[src/rtl/i2cbc_pkg.sv]
// Shared types and constants for the I2C bus-clear sequencer.
package i2cbc_pkg;

  localparam int CFG_INDEX_W = 2;
  localparam int CFG_DATA_W  = 16;

  localparam logic [CFG_INDEX_W-1:0] REG_FAIL_THRESHOLD    = 2'd0;
  localparam logic [CFG_INDEX_W-1:0] REG_MAX_CLOCK_PULSES  = 2'd1;
  localparam logic [CFG_INDEX_W-1:0] REG_HALF_PERIOD_TICKS = 2'd2;
  localparam logic [CFG_INDEX_W-1:0] REG_BUS_ENABLED       = 2'd3;

  localparam logic [7:0]  FAIL_THRESHOLD_RESET    = 8'd3;
  localparam logic [4:0]  MAX_CLOCK_PULSES_RESET  = 5'd9;
  localparam logic [15:0] HALF_PERIOD_TICKS_RESET = 16'd5;

  localparam logic [7:0] FAIL_COUNT_MAX  = 8'hFF;
  localparam logic [4:0] PULSE_COUNT_MAX = 5'h1F;

  typedef enum logic [1:0] {
    EV_NONE      = 2'd0,
    EV_RECOVERED = 2'd1,
    EV_STUCK     = 2'd2,
    EV_REFUSED   = 2'd3
  } event_t;

  typedef struct packed {
    logic [7:0] fail_threshold;
    logic [4:0] max_clock_pulses;
    logic       bus_enabled;
  } cfg_t;

  typedef struct packed {
    logic sda_level;
    logic outcome_valid;
    logic outcome_ok;
    logic recover_request;
  } tick_t;

endpackage

[src/rtl/i2cbc_ifs.sv]
// Handshake channels for tick items and result items.
interface i2cbc_item_if;
  logic valid;
  logic ready;
  logic sda_level;
  logic outcome_valid;
  logic outcome_ok;
  logic recover_request;

  modport source(output valid, sda_level, outcome_valid, outcome_ok, recover_request,
                 input ready);
  modport sink(input valid, sda_level, outcome_valid, outcome_ok, recover_request,
               output ready);
endinterface

interface i2cbc_result_if;
  logic       valid;
  logic       ready;
  logic       scl_drive_low;
  logic       sda_drive_low;
  logic       recovery_busy;
  logic [1:0] event_code;
  logic [7:0] failure_count;

  modport source(output valid, scl_drive_low, sda_drive_low, recovery_busy, event_code,
                 failure_count, input ready);
  modport sink(input valid, scl_drive_low, sda_drive_low, recovery_busy, event_code,
               failure_count, output ready);
endinterface

[src/rtl/i2cbc_cfg.sv]
// Configuration registers and the clipped half-period timer target.
module i2cbc_cfg #(
  parameter int TIMER_BITS = 16
) (
  input  logic                             clk,
  input  logic                             rst,
  input  logic                             cfg_write,
  input  logic [i2cbc_pkg::CFG_INDEX_W-1:0] cfg_index,
  input  logic [i2cbc_pkg::CFG_DATA_W-1:0]  cfg_data,
  output i2cbc_pkg::cfg_t                  cfg,
  output logic [TIMER_BITS-1:0]            target
);
  import i2cbc_pkg::*;

  localparam logic [32:0] TimerMax = (33'd1 << TIMER_BITS) - 33'd1;

  logic [15:0] half_period_ticks;
  logic [32:0] hp_ext;
  logic [32:0] target_ext;

  always_ff @(posedge clk) begin
    if (rst) begin
      cfg.fail_threshold   <= FAIL_THRESHOLD_RESET;
      cfg.max_clock_pulses <= MAX_CLOCK_PULSES_RESET;
      cfg.bus_enabled      <= 1'b0;
      half_period_ticks    <= HALF_PERIOD_TICKS_RESET;
    end else if (cfg_write) begin
      unique case (cfg_index)
        REG_FAIL_THRESHOLD:    cfg.fail_threshold   <= cfg_data[7:0];
        REG_MAX_CLOCK_PULSES:  cfg.max_clock_pulses <= cfg_data[4:0];
        REG_HALF_PERIOD_TICKS: half_period_ticks    <= cfg_data;
        REG_BUS_ENABLED:       cfg.bus_enabled      <= cfg_data[0];
        default: ;
      endcase
    end
  end

  // Zero counts as one tick; clip to what the timer can hold.
  always_comb begin
    hp_ext = {17'd0, half_period_ticks};
    if (hp_ext == 33'd0) begin
      target_ext = 33'd1;
    end else if (hp_ext > TimerMax) begin
      target_ext = TimerMax;
    end else begin
      target_ext = hp_ext;
    end
  end

  assign target = target_ext[TIMER_BITS-1:0];

endmodule

[src/rtl/i2cbc_in_reg.sv]
// Input register stage for tick items.
module i2cbc_in_reg (
  input  logic            clk,
  input  logic            rst,
  i2cbc_item_if.sink      item,
  input  logic            take,
  output logic            tick_valid,
  output i2cbc_pkg::tick_t tick
);
  import i2cbc_pkg::*;

  assign item.ready = !tick_valid || take;

  always_ff @(posedge clk) begin
    if (rst) begin
      tick_valid <= 1'b0;
    end else if (item.ready) begin
      tick_valid <= item.valid;
    end
    if (item.ready && item.valid) begin
      tick.sda_level       <= item.sda_level;
      tick.outcome_valid   <= item.outcome_valid;
      tick.outcome_ok      <= item.outcome_ok;
      tick.recover_request <= item.recover_request;
    end
  end

endmodule

[src/rtl/i2cbc_seq.sv]
// Recovery state machine, failure counter and result register.
module i2cbc_seq #(
  parameter int TIMER_BITS = 16
) (
  input  logic                  clk,
  input  logic                  rst,
  input  i2cbc_pkg::cfg_t       cfg,
  input  logic [TIMER_BITS-1:0] target,
  input  logic                  tick_valid,
  input  i2cbc_pkg::tick_t      tick,
  output logic                  take,
  i2cbc_result_if.source        result
);
  import i2cbc_pkg::*;

  typedef enum logic [2:0] {
    PH_IDLE         = 3'd0,
    PH_SETTLE       = 3'd1,
    PH_PULSE_LOW    = 3'd2,
    PH_PULSE_HIGH   = 3'd3,
    PH_STOP_LOW     = 3'd4,
    PH_STOP_CLOCK   = 3'd5,
    PH_STOP_RELEASE = 3'd6
  } phase_t;

  phase_t                phase, phase_next;
  logic [7:0]            fail_counter, fail_counter_next;
  logic [TIMER_BITS-1:0] wait_counter, wait_counter_next;
  logic [4:0]            pulse_counter, pulse_counter_next;
  logic                  line_freed, line_freed_next;
  event_t                event_next;

  logic                  trigger;
  logic [7:0]            fail_inc;
  logic [TIMER_BITS:0]   wait_inc;
  logic [4:0]            pulse_sample;
  phase_t                sample_phase;

  assign take = tick_valid && (!result.valid || result.ready);

  always_comb begin
    phase_next         = phase;
    fail_counter_next  = fail_counter;
    wait_counter_next  = wait_counter;
    pulse_counter_next = pulse_counter;
    line_freed_next    = line_freed;
    event_next         = EV_NONE;
    trigger            = tick.recover_request;
    fail_inc           = (fail_counter == FAIL_COUNT_MAX) ? fail_counter : fail_counter + 8'd1;
    wait_inc           = {1'b0, wait_counter} + {{TIMER_BITS{1'b0}}, 1'b1};
    // Pulse count as seen when SDA is sampled; the high half of a pulse counts it first.
    pulse_sample       = (phase == PH_PULSE_HIGH && pulse_counter != PULSE_COUNT_MAX) ?
                         pulse_counter + 5'd1 : pulse_counter;
    sample_phase       = (tick.sda_level || pulse_sample >= cfg.max_clock_pulses) ?
                         PH_STOP_LOW : PH_PULSE_LOW;

    if (phase == PH_IDLE) begin
      if (tick.outcome_valid) begin
        if (tick.outcome_ok) begin
          fail_counter_next = 8'd0;
        end else begin
          fail_counter_next = fail_inc;
          if (fail_inc >= cfg.fail_threshold) begin
            trigger = 1'b1;
          end
        end
      end
      if (trigger) begin
        if (cfg.bus_enabled) begin
          phase_next         = PH_SETTLE;
          wait_counter_next  = '0;
          pulse_counter_next = 5'd0;
          line_freed_next    = 1'b0;
        end else begin
          event_next = EV_REFUSED;
        end
      end
    end else if (wait_inc >= {1'b0, target}) begin
      wait_counter_next = '0;
      unique case (phase)
        PH_SETTLE: begin
          line_freed_next = tick.sda_level;
          phase_next      = sample_phase;
        end
        PH_PULSE_LOW: phase_next = PH_PULSE_HIGH;
        PH_PULSE_HIGH: begin
          pulse_counter_next = pulse_sample;
          line_freed_next    = tick.sda_level;
          phase_next         = sample_phase;
        end
        PH_STOP_LOW:   phase_next = PH_STOP_CLOCK;
        PH_STOP_CLOCK: phase_next = PH_STOP_RELEASE;
        default: begin
          phase_next        = PH_IDLE;
          fail_counter_next = 8'd0;
          event_next        = line_freed ? EV_RECOVERED : EV_STUCK;
        end
      endcase
    end else begin
      wait_counter_next = wait_inc[TIMER_BITS-1:0];
    end
  end

  always_ff @(posedge clk) begin
    if (rst) begin
      phase         <= PH_IDLE;
      fail_counter  <= 8'd0;
      wait_counter  <= '0;
      pulse_counter <= 5'd0;
      line_freed    <= 1'b0;
      result.valid  <= 1'b0;
    end else begin
      if (take) begin
        phase         <= phase_next;
        fail_counter  <= fail_counter_next;
        wait_counter  <= wait_counter_next;
        pulse_counter <= pulse_counter_next;
        line_freed    <= line_freed_next;
        result.valid  <= 1'b1;
      end else if (result.ready) begin
        result.valid  <= 1'b0;
      end
    end
    if (take) begin
      result.scl_drive_low <= (phase_next == PH_PULSE_LOW) || (phase_next == PH_STOP_LOW);
      result.sda_drive_low <= (phase_next == PH_STOP_LOW) || (phase_next == PH_STOP_CLOCK);
      result.recovery_busy <= (phase_next != PH_IDLE);
      result.event_code    <= event_next;
      result.failure_count <= fail_counter_next;
    end
  end

endmodule

[src/rtl/i2c_bus_clear_sequencer_top.sv]
// I2C bus-clear sequencer: one timer tick per item, one result per tick, showing the
// state after that tick. Ticks are taken every clock cycle when the result side keeps
// up; the accepting edge loads the input register, and a later edge, once the result side
// has room, loads the result register that also holds the updated sequencer state. The
// combinational state update between those registers sets the rate of one tick per
// cycle while the result side keeps up. A failure reaching fail_threshold, or a
// recovery request, starts a bus clear while bus_enabled is set: SDA released with SCL
// high for one half period, up to max_clock_pulses SCL pulses until SDA reads high,
// then a STOP; each phase lasts half_period_ticks ticks (zero counts as one).
module i2c_bus_clear_sequencer_top #(
  parameter int TIMER_BITS = 16
) (
  input  logic                             clk,
  input  logic                             rst,
  i2cbc_item_if.sink                       item,
  i2cbc_result_if.source                   result,
  input  logic                             cfg_write,
  input  logic [i2cbc_pkg::CFG_INDEX_W-1:0] cfg_index,
  input  logic [i2cbc_pkg::CFG_DATA_W-1:0]  cfg_data
);
  import i2cbc_pkg::*;

  cfg_t                  cfg;
  logic [TIMER_BITS-1:0] target;
  logic                  tick_valid;
  tick_t                 tick;
  logic                  take;

  i2cbc_cfg #(
    .TIMER_BITS(TIMER_BITS)
  ) u_cfg (
    .clk      (clk),
    .rst      (rst),
    .cfg_write(cfg_write),
    .cfg_index(cfg_index),
    .cfg_data (cfg_data),
    .cfg      (cfg),
    .target   (target)
  );

  i2cbc_in_reg u_in_reg (
    .clk       (clk),
    .rst       (rst),
    .item      (item),
    .take      (take),
    .tick_valid(tick_valid),
    .tick      (tick)
  );

  i2cbc_seq #(
    .TIMER_BITS(TIMER_BITS)
  ) u_seq (
    .clk       (clk),
    .rst       (rst),
    .cfg       (cfg),
    .target    (target),
    .tick_valid(tick_valid),
    .tick      (tick),
    .take      (take),
    .result    (result)
  );

endmodule

[src/flat_wrapper.sv]
// flat-port wrapper written by rule: the top's interface ports become plain ports
module i2c_bus_clear_sequencer_top_flat import i2cbc_pkg::*;
#(
  parameter int TIMER_BITS = 16
)
  (clk, rst, cfg_write, cfg_index, cfg_data, item_valid, item_sda_level, item_outcome_valid, item_outcome_ok, item_recover_request, item_ready, result_valid, result_scl_drive_low, result_sda_drive_low, result_recovery_busy, result_event_code, result_failure_count, result_ready);
  i2cbc_item_if item_i ();
  i2cbc_result_if result_i ();
  input  logic clk;
  input  logic rst;
  input  logic cfg_write;
  input  logic [i2cbc_pkg::CFG_INDEX_W-1:0] cfg_index;
  input  logic [i2cbc_pkg::CFG_DATA_W-1:0] cfg_data;
  input wire logic [$bits(item_i.valid)-1:0] item_valid;
  input wire logic [$bits(item_i.sda_level)-1:0] item_sda_level;
  input wire logic [$bits(item_i.outcome_valid)-1:0] item_outcome_valid;
  input wire logic [$bits(item_i.outcome_ok)-1:0] item_outcome_ok;
  input wire logic [$bits(item_i.recover_request)-1:0] item_recover_request;
  output wire logic [$bits(item_i.ready)-1:0] item_ready;
  output wire logic [$bits(result_i.valid)-1:0] result_valid;
  output wire logic [$bits(result_i.scl_drive_low)-1:0] result_scl_drive_low;
  output wire logic [$bits(result_i.sda_drive_low)-1:0] result_sda_drive_low;
  output wire logic [$bits(result_i.recovery_busy)-1:0] result_recovery_busy;
  output wire logic [$bits(result_i.event_code)-1:0] result_event_code;
  output wire logic [$bits(result_i.failure_count)-1:0] result_failure_count;
  input wire logic [$bits(result_i.ready)-1:0] result_ready;
  assign item_i.valid = item_valid;
  assign item_i.sda_level = item_sda_level;
  assign item_i.outcome_valid = item_outcome_valid;
  assign item_i.outcome_ok = item_outcome_ok;
  assign item_i.recover_request = item_recover_request;
  assign item_ready = item_i.ready;
  assign result_valid = result_i.valid;
  assign result_scl_drive_low = result_i.scl_drive_low;
  assign result_sda_drive_low = result_i.sda_drive_low;
  assign result_recovery_busy = result_i.recovery_busy;
  assign result_event_code = result_i.event_code;
  assign result_failure_count = result_i.failure_count;
  assign result_i.ready = result_ready;
  i2c_bus_clear_sequencer_top #(.TIMER_BITS(TIMER_BITS)) u_core (.clk(clk), .rst(rst), .item(item_i), .result(result_i), .cfg_write(cfg_write), .cfg_index(cfg_index), .cfg_data(cfg_data));
endmodule
[config.mk]
export PLATFORM = sky130hd
export DESIGN_NAME = i2c_bus_clear_sequencer_top_flat
export DESIGN_NICKNAME = d
export VERILOG_FILES = /design/src/rtl/i2cbc_pkg.sv /design/src/rtl/i2cbc_ifs.sv /design/src/rtl/i2cbc_cfg.sv /design/src/rtl/i2cbc_in_reg.sv /design/src/rtl/i2cbc_seq.sv /design/src/rtl/i2c_bus_clear_sequencer_top.sv /design/src/flat_wrapper.sv
export SDC_FILE = /design/constraint.sdc
export NUM_CORES = 1
export LEC_CHECK = 0
export BUFFER_PORTS_ARGS = -buffer_cell sky130_fd_sc_hd__buf_2
export CORE_UTILIZATION = 56
export DETAILED_ROUTE_END_ITERATION = 8
export GPL_TIMING_DRIVEN = 0
export HOLD_SLACK_MARGIN = 0.08
export PLACE_DENSITY = 0.76
export REMOVE_ABC_BUFFERS = 1
export SLEW_MARGIN = 20
export SYNTH_ARGS = -nofsm -noshare
export SYNTH_HDL_FRONTEND = slang
export SYNTH_SLANG_ARGS = --single-unit
[constraint.sdc]
create_clock -name clk -period 3.73 [get_ports clk]
set_input_delay 0.373 -clock clk [delete_from_list [all_inputs] [get_ports clk]]
set_output_delay 0.373 -clock clk [all_outputs]
set_load 0.01 [all_outputs]
* Word level (Yosys, flattened, before mapping) *
Index checks and enable logic that the tools add are counted.

word-level totals
  register bits after elaboration = 82
  bits in latches = 0
  bits in writable memories = 0
  memory bits (read-only) = 0
  output and inout bits = 15
  memories kept = 0

operators by class
  add/sub/neg operators = 3
  $mul = 0
  divide/modulo/power cells = 0
  $lt $le $gt $ge = 3
  equality and inequality tests = 15
  shifts and indexed selects = 0
  mux-type cells = 40
  bitwise operators = 0
  reduce and logical (&&, ||, !) cells = 27

operators by type and width
  cell                   count
  $mux 16                5
  $mux 8                 6
  $mux 5                 6
  $add 16x1->17 const B  1
  $ge 17x16->1           1
  $logic_not 16->1       1
  $mux 3                 5
  $eq 3x3->1 const B     4
  $mux 2                 6
  $pmux 3 s4             1
  $mux 1                 11
  $reduce_and 5->1       2
  $eq 3x2->1 const B     3
  $add 8x1->8 const B    1
  $eq 8x8->1 const B     1
  $ge 8x8->1             1
  $reduce_and 2->1       4
  $reduce_bool 2->1      4
  $add 5x1->5 const B    1
  $ge 5x5->1             1
  $logic_or 1x1->1       5
  $ne 5x5->1 const B     1
  $reduce_or 5->1        1
  $eq 2x2->1 const B     2
  other kinds (10)       14

* Depth between registers and ports, before layout *
Gate-level depths: netlist (run 1).

  word-level depth = 11
  gate-level depth with buffers = 15
  depth with buffers taken out = 14

* Modules after synthesis *
From an unflattened synthesis (run 1), not the netlist that was laid out.

unflattened totals
  cells, all modules = 576
  area total of the unflattened synthesis = 4,859.7 sq um

by module, submodules not included
  module        instances  cells each  area each (sq um)  seq. area each (sq um)
  i2cbc_seq     1          427         3,498.4            1,071.0
  i2cbc_cfg     1          140         1,186.1            600.6
  i2cbc_in_reg  1          9           175.2              140.1

* Worst setup path before layout (run 1) *
No wires, ideal clock.

  path kind = reg-to-reg
  start point = register u_core.u_seq.fail_counter[0]
  end point = register u_core.u_seq.pulse_counter[1]
  setup time = 146 ps
  arrival time = 3,008 ps
  required time = 3,584 ps
  setup slack = 576 ps
  cell stages (with the launch flop) = 14
  path buffers = 1
  cell sequence = dfxtp_1 ha_1 and3_1 nand4_1 mux2_2 ha_1 inv_1 o21ai_0 nand4b_1 a31o_2 or2_0 buf_2 o311ai_1 o41ai_1

on the way
  longest elaborated chain between the ends = 9

RTL lines
  what                                       line              text
  start: declaration                         i2cbc_seq.sv:27   logic [7:0] fail_counter, fail_counter_next;
  start signal: assignment                   i2cbc_seq.sv:115  fail_counter <= fail_counter_next;
  $add 8x1->8 or $eq 8x8->1 (tied branches)  i2cbc_seq.sv:49   fail_inc = (fail_counter == FAIL_COUNT_MAX) ? fail_counter : fail_counter + 8'd1;
  $mux 8 *                                   i2cbc_seq.sv:49
  $ge 8x8->1 *                               i2cbc_seq.sv:63   if (fail_inc >= cfg.fail_threshold) begin
  $mux 1 *                                   i2cbc_seq.sv:63
  $mux 1 *                                   i2cbc_seq.sv:59   if (tick.outcome_ok) begin
  $mux 1 *                                   i2cbc_seq.sv:58   if (tick.outcome_valid) begin
  $mux 1 *                                   i2cbc_seq.sv:57   if (phase == PH_IDLE) begin
  $ne 2x1->1 (no line) *                     n/a
  $reduce_and 5->1 (no line) *               n/a
  end signal: assignment                     i2cbc_seq.sv:117  pulse_counter <= pulse_counter_next;
  end: declaration                           i2cbc_seq.sv:29   logic [4:0] pulse_counter, pulse_counter_next;

Mark *: on every way between the ends. The rest lies on a longest branch, timed or not. The select of a mux whose other input is x is not followed.
A chain may end at the register's enable or synchronous reset.

* Final worst setup path (run 1) *
  start point = register u_core.u_seq.wait_counter[0]
  end point = register u_core.u_seq.result.event_code[0], data pin

on the way
  longest elaborated chain between the ends = 4

RTL lines
  what                            line              text
  start: declaration              i2cbc_seq.sv:28   logic [TIMER_BITS-1:0] wait_counter, wait_counter_next;
  start signal: assignment        i2cbc_seq.sv:116  wait_counter <= wait_counter_next;
  $add 16x1->17                   i2cbc_seq.sv:50   wait_inc = {1'b0, wait_counter} + {{TIMER_BITS{1'b0}}, 1'b1};
  $ge 17x16->1                    i2cbc_seq.sv:78   end else if (wait_inc >= {1'b0, target}) begin
  $mux 2                          i2cbc_seq.sv:78
  $mux 2                          i2cbc_seq.sv:57
  via u_core.u_seq.event_next[0]  i2cbc_seq.sv:31   event_t event_next;
  end signal: assignment          i2cbc_seq.sv:128  result.event_code <= event_next;
  end: declaration                i2cbc_ifs.sv:25   modport source(output valid, scl_drive_low, sda_drive_low, recovery_busy, event_code,

The timed path passes the listed nets, and every way through them passes these cells.

==> summary.txt, run 1 <==
Cells and area
  – FILL cells: between 700 and 800
  – Layout cells sized above 1: 0.163
  – Antenna Diode Count: 0
  – Finished Layout Cells: just over 700
  – Fin util: 0.648
  – Area Growth Syn to Fin: 10.1%
  – Nets: 670
  – Commonest non-fill, non-tap cell in the layout: nand2_1
  – Most frequent cells in the layout: 85 x nand2_1, 65 x dfxtp_1, 57 x nor2_1, 51 x a21oi_1, 41 x buf_2

STA
  – Fin. max-slew vios: 0
  – Slew HR: 0.277
  – Tmin final: 3.50 ns
  – Fin crit share: 0.939
  – Clock skew: between 0.01 and 0.015 ns
  – Fmax: 285 MHz
  – Final-report hold violation count: 0
  – Worst Tran Pin Value: between 1 and 1.5 ns
  – Endpoints failing setup: 0

Critical path
  – CP startpoint kind: flop
  – Crit path DAT: approximately 3.6 ns
  – Worst Path Required: 3.82 ns
  – Buf/Inv on CP: 1
  – Worst setup EP type: flop
  – Crit path max-delay family: compound AO/OA/AOI/OAI gates
  – Slowest stage delay, CP: ~0.48 ns
  – Slowest CP cell: dfxtp_1
  – Crit-path cells: ha_2, nand3_2, nor2_1, xor2_1, ha_1, a211oi_1, nor2_1, a2111oi_4, o211ai_4, o211ai_4, buf_4, o21ai_0
  – CP max FO: 9
  – CP Class: reg -> reg

Synthesis
  – Largest family of logic cells by synthesized area: simple AND/OR/NAND/NOR gates
  – EDFF count, synth: 17
  – Synth top area share: 0.265
  – Post-synth ARST share: 0
  – Adder-Cell Fraction of Synth Area: 0.0862
  – Top post-synthesis cells by area: dfxtp_1 27%, edfxtp_1 10%, ha_1 8.4%, nand2_1 6.5%, a21oi_1 5.2%
  – Netlist Area Pre-Place: 4910 um2
  – Yosys warnings: 0
  – Compound-Gate Fraction of Synth Area: 0.202
  – Dominant cell type by area after synthesis: dfxtp_1
  – Post-synth cell types: 73
  – Xor/xnor share of the synthesized area: 0.0285
  – Simple-gate area share of the yosys netlist: 0.237
  – Top_reg_cell synth: dfxtp_1
  – Syn avg cell area: approximately 8.6 um2
  – Cell count after synthesis: between 500 and 600
  – Sequential share of the synthesized area: 0.369
  – Post-synthesis mux area share: 0.0232
  – Number of synthesized register bits: slightly above 80

Placed design
  – GP Congestion: around 0.92
  – I/O Buffers: 41
  – DP Wirelength: between 8000 and 9000 um
  – Placed Cells: approximately 700

Global route
  – Global-route wire length before repair: ~19,000 um
  – Gr usage total: 0.268
  – Vias in the first global route: 4,057
  – Largest net degree at the start of global routing: about 50
  – Remaining Overflow, GRT: 0
  – Initial antenna violation count: 0

Clock tree
  – Clk pin slew, worst setup/hold paths: 0.09 ns
  – Root Driver: clkbuf_8
  – CTS sink count: 82
  – CTS tree: yes
  – Number of buffers created by CTS: 9
  – Clock Tree Buf Depth: 2
  – # hold bufs at CTS: 0
  – Skew-Pair Late Insertion Delay: 0.36 ns
  – H-tree levels: 3

Drt
  – Vias per cell: between 6 and 7
  – # DRC: 0
  – Overall routed net length: between 10,000 and 15,000 um
  – ANT nets after route: 0
  – Vias: ~4,400
  – Drt pass-1 iters: 4
  – Initial drt markers: 210
  – Wirelength per Cell: around 16 um

Die
  – Starting Density: 0.589
  – Core area: 8340 um2
  – Chip width: 95.6 um
  – IO Count: 42
  – Die height: about 96 um
  – Number of placement rows: 33
  – Area of the die: about 9100 um2

Status
  – Status: finished, final reports clean

Worst hold path
  – Min-Delay Path Class: in -> reg

Pwr
  – Pwr dens: ~330 nW/um2
  – Worst VDD drop: between 0.2 and 0.3 mV
  – Static Leak: 2.19 nW

Flow run
  – Max cap viols: 0
==> routing by layer <==
layer  vias up  GRT usage  wire length [um]
met5         -          0                 0
met4         0     0.0920               229
met3        25     0.0606               479
met2       111      0.436              5480
met1      2100      0.349              5300
li1       2123          -                 -
==> Yosys cell counts (all sizes together), types with 3 or more instances <==
master and n:
nand2 87, dfxtp 65, nor2 59, a21oi 51
inv 34, ha 33, nand3 22, clkbuf 18
edfxtp 17, o21ai 17, xnor2 13, a31oi 10
a21o 9, a22oi 9, nand4 9, mux2i 8
nand2b 8, and3 7, o211ai 7, and2 6
nor3 6, o41ai 6, nor2b 5, nor4 5
o31ai 5, a211oi 4, and4 4, o311ai 4
a22o 3, buf 3, mux2 3, nand3b 3
or2 3, xor2 3
==> layout make-up <==
cell class | instances | area (um2) | share of cell area
Multi-Input combinational cell | 434 | 2850 | 0.528
Sequential cell | 82 | 1810 | 0.335
Timing Repair Buffer | 48 | 258 | 0.0477
Clock buffer | 10 | 149 | 0.0275
Inverter | 35 | 131 | 0.0243
Tap cell | 105 | 131 | 0.0243
Clock inverter | 6 | 71.3 | 0.0132
==> power by group <==
group	leakage, nW	internal, mW	total (mW)	switching (mW)
Clock	0.110	0.357	0.705	0.348
Sequential	0.690	0.926	0.940	0.0136
Combinational	1.39	0.0587	0.161	0.103
==> path summary, 6_finish.rpt <==
path                                              startpoint                                              end  slack, ns  depth (start not counted)
max reg2reg        u_core.u_seq.wait_counter[0]$_SDFFE_PP0P_      u_core.u_seq.result.event_code[0]$_DFFE_PP_       0.23                         12
min                                       item_outcome_valid                u_core.u_in_reg.tick[2]$_DFFE_PP_       0.18                          1
min reg2reg  u_core.u_cfg.half_period_ticks[13]$_SDFFE_PP0P_  u_core.u_cfg.half_period_ticks[13]$_SDFFE_PP0P_       0.48                          2
max                u_core.u_seq.wait_counter[0]$_SDFFE_PP0P_      u_core.u_seq.result.event_code[0]$_DFFE_PP_       0.23                         12
==> logic make-up (layout without fill, tap and decap cells) <==
| kind of cell | after synthesis | count (layout) |
|---|---|---|
| simple gates | 232 | 232 |
| compound gates | 141 | 141 |
| buf+inv | 56 | 99 |
| mux | 11 | 11 |
| xor+xnor | 16 | 16 |
| fa+ha+maj | 34 | 34 |
| flops | 82 | 82 |
==> metrics by stage <==
stage	TNS, ns	power, mW	setup slack, ns	area, um2	hold slack, ns
2_1_floorplan	0	1.06	0.472	4770	0.438
3_3_place_gp	-0.126	1.11	-0.115	5110	0.463
4_1_cts	0	1.82	0.0176	5350	0.169
5_1_grt	-0.0598	1.88	-0.0268	5410	0.163
3_5_place_dp	-0.824	1.12	-0.228	5120	0.468
6_report	0	1.81	0.226	5410	0.180
==> state kept, by name, indices dropped and copies added (netlist names), 2 cells and up <==
name / cells
u_core.u_cfg.half_period_ticks: 16
u_core.u_seq.wait_counter: 16
u_core.u_cfg.cfg: 14
u_core.u_seq.fail_counter: 8
u_core.u_seq.result.failure_count: 8
u_core.u_seq.pulse_counter: 5
u_core.u_in_reg.tick: 4
u_core.u_seq.phase: 3
u_core.u_seq.result.event_code: 2
==> repair_timing <==
item,4_1_cts,5_1_grt
buffers inserted,0,6
endpoints found under the setup margin,6,16
resized for setup,2,4
pin swaps,0,3
endpoints found under the hold margin,0,0
(Power assumes the default switching activity.)
==> inputs of run 2 (changes only) <==
- SETUP_SLACK_MARGIN: not set -> 0.4
==> run 2 against run 1 <==
  * Power up 0.33%
  * Clock skew up 0.00095 ns
  * Sequential cell count unchanged
==> summary.txt, run 2 (synthesized netlist as in run 1, its figures left out) <==
Placed design
  – Cell Area, Placed: a little over 5000 um2
  – GP Congestion: just over 0.9
  – DP Wirelength: ~8400 um
  – I/O Buffers: approximately 40
  – Placed Cells: ~700

STA
  – Tmin final: 3.21 ns
  – Worst Tran Pin Value: about 1.1 ns
  – RSZ-0062 raised after global routing: no
  – WHS: around 0.18 ns
  – Fmax: around 310 MHz
  – Endpoints failing setup: 0
  – Slew HR: 0.276
  – Final-report hold violation count: 0
  – Clock skew: between 0.01 and 0.015 ns
  – Fin crit share: 0.861
  – Fin Setup TNS: 0 ns
  – Fin. max-slew vios: 0

Flow run
  – Max cap viols: 0

Drt
  – Vias per cell: slightly above 6
  – Initial drt markers: approximately 200
  – Vias: ~4,400
  – ANT nets after route: 0
  – Wirelength per Cell: roughly 16 um
  – Overall routed net length: approximately 12,000 um
  – # DRC: 0
  – Drt pass-1 iters: 4

Global route
  – Met1 GRT Util: 0.355
  – Remaining Overflow, GRT: 0
  – Global-route wire length before repair: roughly 19,000 um
  – Largest net degree at the start of global routing: a little over 50
  – Gr usage total: 0.273
  – Most used routing layer: met2
  – Met3 Track Usage GR: 0.0606
  – Global routing met2 resource utilization: 0.448
  – Vias in the first global route: ~4,100
  – Initial antenna violation count: 0

Pwr
  – Static Leak: about 2.2 nW
  – Seq pwr share: 0.518
  – Sw power: about 470 uW
  – Worst VDD drop: roughly 0.26 mV
  – Internal power: roughly 1.3 mW
  – Final Power: around 1.8 mW
  – Gate power share: 0.093
  – Pwr dens: 322 nW/um2
  – Sw frac: 0.258
  – Clock share of power: 0.389

Clock tree
  – Clk pin slew, worst setup/hold paths: 0.09 ns
  – Root Driver: clkbuf_8
  – Number of buffers created by CTS: 9
  – CTS tree: yes
  – Clock Tree Buf Depth: 2
  – CTS sink count: roughly 80
  – H-tree levels: 3
  – Skew-Pair Late Insertion Delay: around 0.36 ns

Cells and area
  – Nets: between 600 and 700
  – Largest regs: u_core.u_cfg.half_period_ticks (16), u_core.u_seq.wait_counter (16), u_core.u_cfg.cfg (14)
  – Layout cells sized above 1: 0.203
  – Antenna Diode Count: 0
  – Area Growth Syn to Fin: 14.5%
  – Area of the multi-input gates: ~3000 um2
  – Commonest non-fill, non-tap cell in the layout: nand2_1
  – Most frequent cells in the layout: 84 x nand2_1, 61 x dfxtp_1, 56 x nor2_1, 50 x a21oi_1, 41 x buf_2
  – Finished Layout Cells: around 730
  – Post-route cell area: between 5000 and 6000 um2
  – FILL cells: roughly 660
  – Register Area: 1820 um2

Die
  – Starting Density: 0.589
  – Number of placement rows: 33
  – Chip width: 95.6 um
  – Die height: between 90 and 100 um
  – Area of the die: slightly above 9000 um2
  – IO Count: between 40 and 50
  – Core area: 8340 um2

Critical path
  – CP Class: reg -> reg
  – Crit path DAT: between 3 and 4 ns
  – Worst setup EP type: flop
  – CP startpoint kind: flop
  – CP max FO: 10
  – Worst Path Required: around 3.9 ns

Status
  – Status: finished, final reports clean

Worst hold path
  – Min-Delay Path Class: in -> reg
## run 2: per-stage QoR
step	util	setup slack, ns
3_3_place_gp	0.613	-0.115
3_5_place_dp	0.614	-0.228
6_report	0.674	0.519
4_1_cts	0.651	0.407
2_1_floorplan	-	0.472
5_1_grt	0.674	0.404
## run 2: power by group through the flow
stage / Combinational (mW) / Sequential (mW) / Clock (mW)
4_1_cts: 0.161 / 0.940 / 0.719
6_report: 0.168 / 0.939 / 0.705
3_3_place_gp: 0.152 / 0.960 / 0
2_1_floorplan: 0.0945 / 0.961 / 0
3_5_place_dp: 0.157 / 0.961 / 0
5_1_grt: 0.186 / 0.942 / 0.753
## run 2: path summary, 6_finish.rpt
check | slack [ns] | depth (start not counted) | endpoint | start
setup / recovery | 0.52 | 11 | u_core.u_seq.result.failure_count[4]$_DFFE_PP_ | u_core.u_seq.wait_counter[2]$_SDFFE_PP0P_
setup reg to reg | 0.52 | 11 | u_core.u_seq.result.failure_count[4]$_DFFE_PP_ | u_core.u_seq.wait_counter[2]$_SDFFE_PP0P_
hold / removal | 0.18 | 1 | u_core.u_in_reg.tick[2]$_DFFE_PP_ | item_outcome_valid
hold reg to reg | 0.48 | 2 | u_core.u_cfg.half_period_ticks[13]$_SDFFE_PP0P_ | u_core.u_cfg.half_period_ticks[13]$_SDFFE_PP0P_
## run 2: worst max-delay path, cell delays in order (launching register included)
cell	delay, ns
dfxtp_1	0.52
and4_1	0.30
nand2_1	0.08
xnor2_1	0.24
ha_1	0.30
and4_2	0.28
a2111oi_4	0.44
o211ai_4	0.20
o211ai_4	0.23
buf_12	0.16
nand3_1	0.11
o21ai_0	0.15
## run 2: repair_timing
item / CTS / global route
hold buffers: 0 / 0
setup buffers: 5 / 6
endpoints found under the hold margin: 0 / 0
setup endpoints to repair: 44 / 44
resized for setup: 11 / 30
pin swaps: 7 / 13
## run 2: final cells by class
| class | instances | share of cell area |
|---|---|---|
| clock buffers | 10 | 0.0265 |
| clock inverters | 6 | 0.0127 |
| inverters | 35 | 0.0234 |
| multi-input cells | 434 | 0.535 |
| flip-flops and latches | 82 | 0.325 |
| well taps | 105 | 0.0234 |
| repair buffers | 53 | 0.0548 |
## run 2: layer usage
metal,up-vias,wire [um]
li1,2137,-
met4,0,206
met2,130,5620
met5,-,0
met3,22,578
met1,2102,5400
